**config.mk**
```make
export PLATFORM = sky130hd
export DESIGN_NAME = serial_motor_command_parser
export DESIGN_NICKNAME = d
export VERILOG_FILES = /design/src/hdl/smcp_pkg.sv /design/src/hdl/serial_motor_command_parser.sv
export SDC_FILE = /design/constraint.sdc
export NUM_CORES = 1
export LEC_CHECK = 0
export BUFFER_PORTS_ARGS = -buffer_cell sky130_fd_sc_hd__buf_4
export CORE_MARGIN = 2
export CORE_UTILIZATION = 35
export CTS_CLUSTER_DIAMETER = 40
export DETAILED_ROUTE_END_ITERATION = 7
export GPL_TIMING_DRIVEN = 0
export SLEW_MARGIN = 20
export SYNTH_ARGS = -nofsm -noshare
export SYNTH_HDL_FRONTEND = slang
export SYNTH_SLANG_ARGS = --single-unit
```
**constraint.sdc**
```tcl
create_clock -name clk -period 6.5 [get_ports clk]
set_clock_uncertainty 0.1 [all_clocks]
set_input_delay 0.325 -clock clk [delete_from_list [all_inputs] [get_ports clk]]
set_output_delay 0.325 -clock clk [all_outputs]
set_load 0.1 [all_outputs]
```
**src/hdl/smcp_pkg.sv**
```systemverilog
// ----------------------------------------------------------------------------
// Serial motor command parser package
// Shared constants and small helpers for the command line parser.
// ----------------------------------------------------------------------------
package smcp_pkg;

  // Line storage and group layout.
  localparam int LINE_BUFFER_BYTES = 128;
  localparam int GROUP_CHARS       = 5;
  localparam int GROUP_COUNT       = 4;
  localparam int GROUP_STRIDE      = 5;
  localparam int SPEED_LINE_LENGTH = 21;

  localparam int LEN_W    = $clog2(LINE_BUFFER_BYTES);
  localparam int SPEED_W  = 16;
  localparam int BYTE_W   = 8;

  // Last position that still takes a byte into the line.
  localparam logic [LEN_W-1:0] LAST_POS = LEN_W'(LINE_BUFFER_BYTES - 2);
  localparam logic [LEN_W-1:0] FULL_LEN = LEN_W'(LINE_BUFFER_BYTES - 1);
  localparam logic [LEN_W-1:0] SPEED_CR_POS = LEN_W'(SPEED_LINE_LENGTH - 1);

  // Character codes.
  localparam logic [BYTE_W-1:0] CHAR_CR    = 8'h0D;
  localparam logic [BYTE_W-1:0] CHAR_MINUS = 8'h2D;
  localparam logic [BYTE_W-1:0] CHAR_E     = 8'h65;
  localparam logic [BYTE_W-1:0] CHAR_F     = 8'h66;
  localparam logic [BYTE_W-1:0] CHAR_B     = 8'h62;
  localparam logic [BYTE_W-1:0] CHAR_ZERO  = 8'h30;
  localparam logic [BYTE_W-1:0] CHAR_NINE  = 8'h39;

  typedef logic [SPEED_W-1:0] speed_t;

  function automatic logic is_digit(input logic [BYTE_W-1:0] c);
    return (c >= CHAR_ZERO) && (c <= CHAR_NINE);
  endfunction

  // Value times ten plus a digit, wrapping at the speed width.
  function automatic speed_t mac10(input speed_t v, input logic [BYTE_W-1:0] c);
    speed_t d;
    d = SPEED_W'(c - CHAR_ZERO) & speed_t'(4'hF);
    return (v << 3) + (v << 1) + d;
  endfunction

endpackage

```
**src/hdl/serial_motor_command_parser.sv**
```systemverilog
// ----------------------------------------------------------------------------
// Serial motor command parser
// Collects received bytes into a command line, echoes them, and decodes
// speed lines, emergency stop and light toggles on the fly.
// ----------------------------------------------------------------------------
// Usage: each received serial byte enters as one word on the in_ channel
// (in_valid / in_stall). For every accepted byte exactly one result word
// leaves on the out_ channel (out_valid / out_stall): the echo, the four
// speeds when a 21-byte line just ended, the emergency stop flag and the
// current light levels.
// A byte accepted at a clock edge has its result word registered at that
// edge and visible in the following cycle. Throughput is one byte per
// cycle without output stalls; the line state and the result register both
// update in the accepting cycle, the group parse being one multiply-by-ten
// per group. When the receiver stalls the result word holds, and a new byte
// is taken only in a cycle where the result register is empty or being
// taken, so input stall follows output stall combinationally.
// Synchronous reset clears the line length, the group state, both lights and
// the result valid; no byte is accepted while reset is held.
// ----------------------------------------------------------------------------
module serial_motor_command_parser (
  input  logic                             clk,
  input  logic                             rst_n,
  input  logic                             in_valid,
  output logic                             in_stall,
  input  logic [smcp_pkg::BYTE_W-1:0]      in_rx_byte,
  output logic                             out_valid,
  input  logic                             out_stall,
  output logic                             out_echo_valid,
  output logic [smcp_pkg::BYTE_W-1:0]      out_echo_byte,
  output logic                             out_speeds_valid,
  output logic signed [smcp_pkg::SPEED_W-1:0] out_speed_first,
  output logic signed [smcp_pkg::SPEED_W-1:0] out_speed_second,
  output logic signed [smcp_pkg::SPEED_W-1:0] out_speed_third,
  output logic signed [smcp_pkg::SPEED_W-1:0] out_speed_fourth,
  output logic                             out_emergency_stop,
  output logic                             out_front_light_on,
  output logic                             out_back_light_on
);

  localparam int GC = smcp_pkg::GROUP_COUNT;

  // Line state.
  logic [smcp_pkg::LEN_W-1:0]  line_len_r, line_len_nxt;
  logic [smcp_pkg::BYTE_W-1:0] first_char_r, first_char_nxt;
  smcp_pkg::speed_t            grp_val_r [GC];
  smcp_pkg::speed_t            grp_val_nxt [GC];
  logic [GC-1:0]               grp_neg_r, grp_neg_nxt;
  logic [GC-1:0]               grp_stop_r, grp_stop_nxt;
  logic                        front_light_r, front_light_nxt;
  logic                        back_light_r, back_light_nxt;

  // Result register.
  logic                        out_valid_r;
  logic                        echo_valid_r, echo_valid_nxt;
  logic [smcp_pkg::BYTE_W-1:0] echo_byte_r, echo_byte_nxt;
  logic                        speeds_valid_r, speeds_valid_nxt;
  smcp_pkg::speed_t            speed_r [GC];
  smcp_pkg::speed_t            speed_nxt [GC];
  logic                        estop_r, estop_nxt;

  logic in_accept;
  logic out_accept;
  logic take;
  logic is_cr;
  logic digit;

  assign out_accept = out_valid_r && !out_stall;
  assign in_stall   = !rst_n || (out_valid_r && out_stall);
  assign in_accept  = in_valid && !in_stall;
  assign take       = line_len_r <= smcp_pkg::LAST_POS;
  assign is_cr      = in_rx_byte == smcp_pkg::CHAR_CR;
  assign digit      = smcp_pkg::is_digit(in_rx_byte);

  always_comb begin
    line_len_nxt     = line_len_r;
    first_char_nxt   = first_char_r;
    grp_neg_nxt      = grp_neg_r;
    grp_stop_nxt     = grp_stop_r;
    front_light_nxt  = front_light_r;
    back_light_nxt   = back_light_r;
    echo_valid_nxt   = 1'b0;
    echo_byte_nxt    = '0;
    speeds_valid_nxt = 1'b0;
    estop_nxt        = 1'b0;
    for (int g = 0; g < GC; g++) begin
      grp_val_nxt[g] = grp_val_r[g];
      speed_nxt[g]   = '0;
    end

    if (take) begin
      echo_valid_nxt = 1'b1;
      echo_byte_nxt  = in_rx_byte;
      line_len_nxt   = line_len_r + 1'b1;
      if (line_len_r == '0) begin
        first_char_nxt = in_rx_byte;
      end

      // Each group watches its own window of line positions.
      for (int g = 0; g < GC; g++) begin
        if ((int'(line_len_r) >= g * smcp_pkg::GROUP_STRIDE) &&
            (int'(line_len_r) < g * smcp_pkg::GROUP_STRIDE + smcp_pkg::GROUP_CHARS)) begin
          if (int'(line_len_r) == g * smcp_pkg::GROUP_STRIDE) begin
            grp_val_nxt[g]  = '0;
            grp_neg_nxt[g]  = 1'b0;
            grp_stop_nxt[g] = 1'b0;
            if (in_rx_byte == smcp_pkg::CHAR_MINUS) begin
              grp_neg_nxt[g] = 1'b1;
            end else if (digit) begin
              grp_val_nxt[g] = smcp_pkg::mac10('0, in_rx_byte);
            end else begin
              grp_stop_nxt[g] = 1'b1;
            end
          end else if (!grp_stop_r[g]) begin
            if (digit) begin
              grp_val_nxt[g] = smcp_pkg::mac10(grp_val_r[g], in_rx_byte);
            end else begin
              grp_stop_nxt[g] = 1'b1;
            end
          end
        end
      end

      if (is_cr) begin
        if (line_len_r == smcp_pkg::SPEED_CR_POS) begin
          speeds_valid_nxt = 1'b1;
          for (int g = 0; g < GC; g++) begin
            speed_nxt[g] = grp_neg_nxt[g] ? ('0 - grp_val_nxt[g]) : grp_val_nxt[g];
          end
        end
        estop_nxt = first_char_nxt == smcp_pkg::CHAR_E;
        if (first_char_nxt == smcp_pkg::CHAR_F) begin
          front_light_nxt = !front_light_r;
        end
        if (first_char_nxt == smcp_pkg::CHAR_B) begin
          back_light_nxt = !back_light_r;
        end
        line_len_nxt = '0;
      end
    end else begin
      // Overflow: the byte is dropped and the line starts over.
      line_len_nxt = '0;
    end
  end

  always_ff @(posedge clk) begin
    if (!rst_n) begin
      line_len_r    <= '0;
      first_char_r  <= '0;
      grp_neg_r     <= '0;
      grp_stop_r    <= '0;
      front_light_r <= 1'b0;
      back_light_r  <= 1'b0;
      out_valid_r   <= 1'b0;
      for (int g = 0; g < GC; g++) begin
        grp_val_r[g] <= '0;
      end
    end else begin
      if (in_accept) begin
        line_len_r    <= line_len_nxt;
        first_char_r  <= first_char_nxt;
        grp_neg_r     <= grp_neg_nxt;
        grp_stop_r    <= grp_stop_nxt;
        front_light_r <= front_light_nxt;
        back_light_r  <= back_light_nxt;
        for (int g = 0; g < GC; g++) begin
          grp_val_r[g] <= grp_val_nxt[g];
        end
        out_valid_r <= 1'b1;
      end else if (out_accept) begin
        out_valid_r <= 1'b0;
      end
    end
  end

  always_ff @(posedge clk) begin
    if (rst_n && in_accept) begin
      echo_valid_r   <= echo_valid_nxt;
      echo_byte_r    <= echo_byte_nxt;
      speeds_valid_r <= speeds_valid_nxt;
      estop_r        <= estop_nxt;
      for (int g = 0; g < GC; g++) begin
        speed_r[g] <= speed_nxt[g];
      end
    end
  end

  // The light outputs follow the light state, which changes only with a new word.
  assign out_valid          = out_valid_r;
  assign out_echo_valid     = echo_valid_r;
  assign out_echo_byte      = echo_byte_r;
  assign out_speeds_valid   = speeds_valid_r;
  assign out_speed_first    = speed_r[0];
  assign out_speed_second   = speed_r[1];
  assign out_speed_third    = speed_r[2];
  assign out_speed_fourth   = speed_r[3];
  assign out_emergency_stop = estop_r;
  assign out_front_light_on = front_light_r;
  assign out_back_light_on  = back_light_r;

  a_len_range: assert property (@(posedge clk) disable iff (!rst_n)
    line_len_r <= smcp_pkg::FULL_LEN)
    else $error("line length beyond buffer");

  a_speeds_cr: assert property (@(posedge clk) disable iff (!rst_n)
    out_valid_r && speeds_valid_r |->
      echo_valid_r && (echo_byte_r == smcp_pkg::CHAR_CR))
    else $error("speeds without a carriage return");

  a_estop_cr: assert property (@(posedge clk) disable iff (!rst_n)
    out_valid_r && estop_r |-> echo_valid_r && (echo_byte_r == smcp_pkg::CHAR_CR))
    else $error("emergency stop without a carriage return");

  a_front_toggle: assert property (@(posedge clk) disable iff (!rst_n)
    $past(rst_n) && !$stable(front_light_r) |->
      $past(in_accept) && $past(is_cr))
    else $error("front light changed without a line end");

  a_back_toggle: assert property (@(posedge clk) disable iff (!rst_n)
    $past(rst_n) && !$stable(back_light_r) |->
      $past(in_accept) && $past(is_cr))
    else $error("back light changed without a line end");

endmodule
```
==> impl_results.md <==
* Avg WL per Cell at 17.8 um
* Int Power at around 2 mW
* DR vias at ~9700
* Max Slew Vio Count at 0
* Worst path slowest cell: a2111oi_0
* Root Driver: clkbuf_16
* Post-synth ARST share at 0%
* Remaining antenna violation count after routing at 0
* Post-synth EDFFs at 139
* Crit Path Max Fanout at 8
* Vias in the first global route at 9563
* Setup Viol. Count Final at 0
* Peak Freq at 207 MHz
* GRT Total Usage at between 15 and 20%
* CP delay by family, top: compound AO/OA/AOI/OAI gates
* Synth area leaders: edfxtp_1 (35%), ha_1 (12%), nor2_1 (5.7%)
* Yosys top cell area share at between 30% and 40%
* Worst-margin pin slew at 0.977 ns
* Cell mode on critical path: inv_1
* Final nets at 1465
* Seq/Total Area, Yosys at between 30% and 40%
* Final min period at 4.83 ns
* Fillers at 3319
* Mapped cell area at 0.0118 mm2
* Logic pwr share at a little under a quarter
* HP Start: in_valid
* Hold_buf cts at 0
* Antenna cells at 0
* Worst slew margin at 34.3%
* Clock buffer depth at 2
* Initial core utilization at 35.4%
* WP data required at roughly 6.6 ns
* Cell Area, Placed at 0.0131 mm2
* Pre-antenna DRT Iters at 4
* Synth Warn # at 0
* Final cell count without fillers at 1794
* Number of post-CTS setup repair buffers at 0
* Period utilization at 74.3%
* Most common cell after layout, fill and taps aside: nor2_1
* First-pass GRT wire length at a little over 50000 um
* Met1 usage at between 20% and 30%
* FF-to-FF Start: grp_val_r[1][0]$_SDFFCE_PN0P_
* Clock network power share at 34.8%
* Clock-pin slew on the worst setup and hold paths at 0.07 ns
* Hold/Removal Path Class: input pin to register
* Bufs and invs on worst path at 3
* Total Power Consumption at between 2 and 3 mW
* Initial DRC Count at between 600 and 700
* Top_reg_cell synth: edfxtp_1
* Layer with the highest usage: met2
* Worst r2r dst: speed_r[1][14]$_SDFFCE_PN0P_
* Proportion of layout cells with a drive suffix above 1 at 12.6%
* R2R depth at 14
* DIE HEIGHT at 188 um
* Met3 Resource Use GR at about 3.4%
* Post_cts resized at 0
* CTS Buf Count at 17
* Flop pwr share at a little over two fifths
* Setup crit end kind: register
* Synth area leader: edfxtp_1
* Placer congestion estimate at 0.900
* Syn nets at 1355
* Sequential cell area at around 0.0047 mm2
* RSZ-0062 raised after global routing: no
* Site row count at 67
* Hold path cells at 3
* P_leak at ~5.5 nW
* Post-synthesis cell count at between 1000 and 1500
* Port-buffer cells at 89
* Core Box Area at 0.0334 mm2
* Largest net degree at the start of global routing at 80
* Crit start category: input pin
* Final Core Density at 41.0%
* Worst path arrival time at 4.91 ns
* Most frequent cells in the layout: nor2_1 (180), edfxtp_1 (139), ha_1 (112), buf_4 (91), o21ai_0 (75)
* Initial antenna violation count at 0
* Switching share of power at roughly a third
* Power Density at approximately 210 mW/mm2
* Peak supply drop at 0.174 mV
* Status: complete, no violations
* Post-place setup slack at 1.23 ns
* Sink Count at roughly 170
* Design area at 0.0137 mm2
* CTS tree: built
* Routed wire length at around 32000 um
* Footprint of the multi-input gates at 0.00679 mm2
* R2R Setup Slk at between 1.5 and 2 ns
* Top-Level Pins at 91
* H-tree depth at 4
* Placed instance count at around 1800
* Switch Pwr at 0.952 mW
* Fin. Hold Viols at 0
* Min Hold Slack at a little over 0.03 ns
* Global routing met2 resource utilization at 29.7%
* Final worst slack at ~1.7 ns
* Vias/cell at 5.43
* Crit Path Category: input pin to register
* Hold Path End: out_valid$_SDFFE_PN0P_
* Synthesized flop and latch total at between 150 and 200
* Unique masters post-synth at 79
* Setup TNS at 0 ns
* Max-cap viol count at 0
* Worst path cell trace: clkbuf_1 -> inv_1 -> fa_1 -> inv_1 -> ha_1 -> a211oi_1 -> o21bai_1 -> a2111oi_0 -> o31ai_1 -> xor2_1 -> mux2i_1 -> or2_2 -> a41oi_1 -> xnor2_1 -> nor2_1
* HPWL after DPL at roughly 23000 um
* Max incr delay on CP at slightly above 0.8 ns
* Horiz. Die Dim at 188 um
* Die area at 0.0353 mm2
* Mean area per synthesized cell at 9.67 um2
* Clk Latency, worst-skew pair at 0.45 ns
* Layout area overhead at 15.7%
* DRC Markers at 0
* Remaining Overflow, GRT at 0
cells in the mapped netlist, drive strengths merged, types with 8 or more instances:
cell,n
a211oi,15
a21o,15
a21oi,64
a22o,9
a22oi,12
a31oi,20
and2,23
and3,18
buf,12
clkbuf,38
dfxtp,26
edfxtp,139
fa,8
ha,112
inv,34
mux2,8
mux2i,26
nand2,62
nand3,27
nand4,9
nor2,181
nor2b,15
nor3,33
nor4,9
o211ai,12
o21a,14
o21ai,82
or3,15
xnor2,47
xor2,50
power groups by stage:
stage	Sequential [mW]	Clock [mW]	Combinational, mW
floorplan	1.36	0	0.396
global placement	1.26	0	0.652
detailed placement	1.25	0	0.665
CTS	1.23	1.03	0.668
global route	1.23	1.07	0.739
finish	1.23	1.01	0.669
sequential cells by signal (all words and copies together) (netlist names):
name                cells
out_speeds_valid        1
out_echo_valid          1
out_echo_byte           8
out_valid               1
grp_stop_r              4
line_len_r              7
grp_val_r              64
out_front_light_on      1
speed_r                64
first_char_r            8
grp_neg_r               4
out_back_light_on       1
out_emergency_stop      1
worst max-delay path by stage:
stage	from	to	slack, ns	cells after the start
floorplan	out_valid$_SDFFE_PN0P_	first_char_r[0]$_SDFFE_PN0P_	0.72	7
global placement	out_stall	first_char_r[6]$_SDFFE_PN0P_	-1.47	8
detailed placement	in_rx_byte[3]	speed_r[1][14]$_SDFFCE_PN0P_	1.23	15
CTS	in_rx_byte[3]	speed_r[1][14]$_SDFFCE_PN0P_	1.68	15
global route	in_rx_byte[3]	speed_r[1][14]$_SDFFCE_PN0P_	1.39	15
finish	in_rx_byte[3]	speed_r[1][14]$_SDFFCE_PN0P_	1.67	15
worst reg2reg max path: stages (launching register included):
cell and delay (ns):
edfxtp_1 0.38, inv_1 0.09, fa_1 0.50, inv_1 0.07, ha_1 0.29, a211oi_1 0.46
o21bai_1 0.15, a2111oi_0 0.81, o31ai_1 0.25, xor2_1 0.20, mux2i_1 0.12, or2_2 0.36
a41oi_1 0.27, xnor2_1 0.15, nor2_1 0.06
cell families (layout without fill, tap and decap cells):
kind of cell / after synthesis / in the layout / share of synthesized area (%)
AOI/OAI and AO/OA: 292 / 292 / 15.9
xor gates and xnor gates: 97 / 97 / 7.18
adders and majority gates: 120 / 120 / 13.2
buffers and inverters: 85 / 208 / 3.00
DFF: 165 / 165 / 39.7
muxes: 34 / 34 / 2.99
and+or+nand+nor: 430 / 430 / 18.0
routing by layer:
metal | up-vias | routed length (um) | share of wire (%)
li1 | 4741 | - | -
met1 | 4702 | 14900 | 47
met2 | 256 | 14600 | 46
met3 | 44 | 1680 | 5.3
met4 | 0 | 699 | 2.2
met5 | - | 0 | 0
area by class of cell:
cell class	count	share of cell area, %
Buffer	50	1.64
Clock buffer	17	3.11
Clock inverter	15	1.04
Inverter	35	0.997
Multi-Input combinational cell	973	49.6
Sequential cell	165	34.3
Tap cell	448	4.10
Timing Repair Buffer	91	5.23
(Power assumes the default switching activity.)
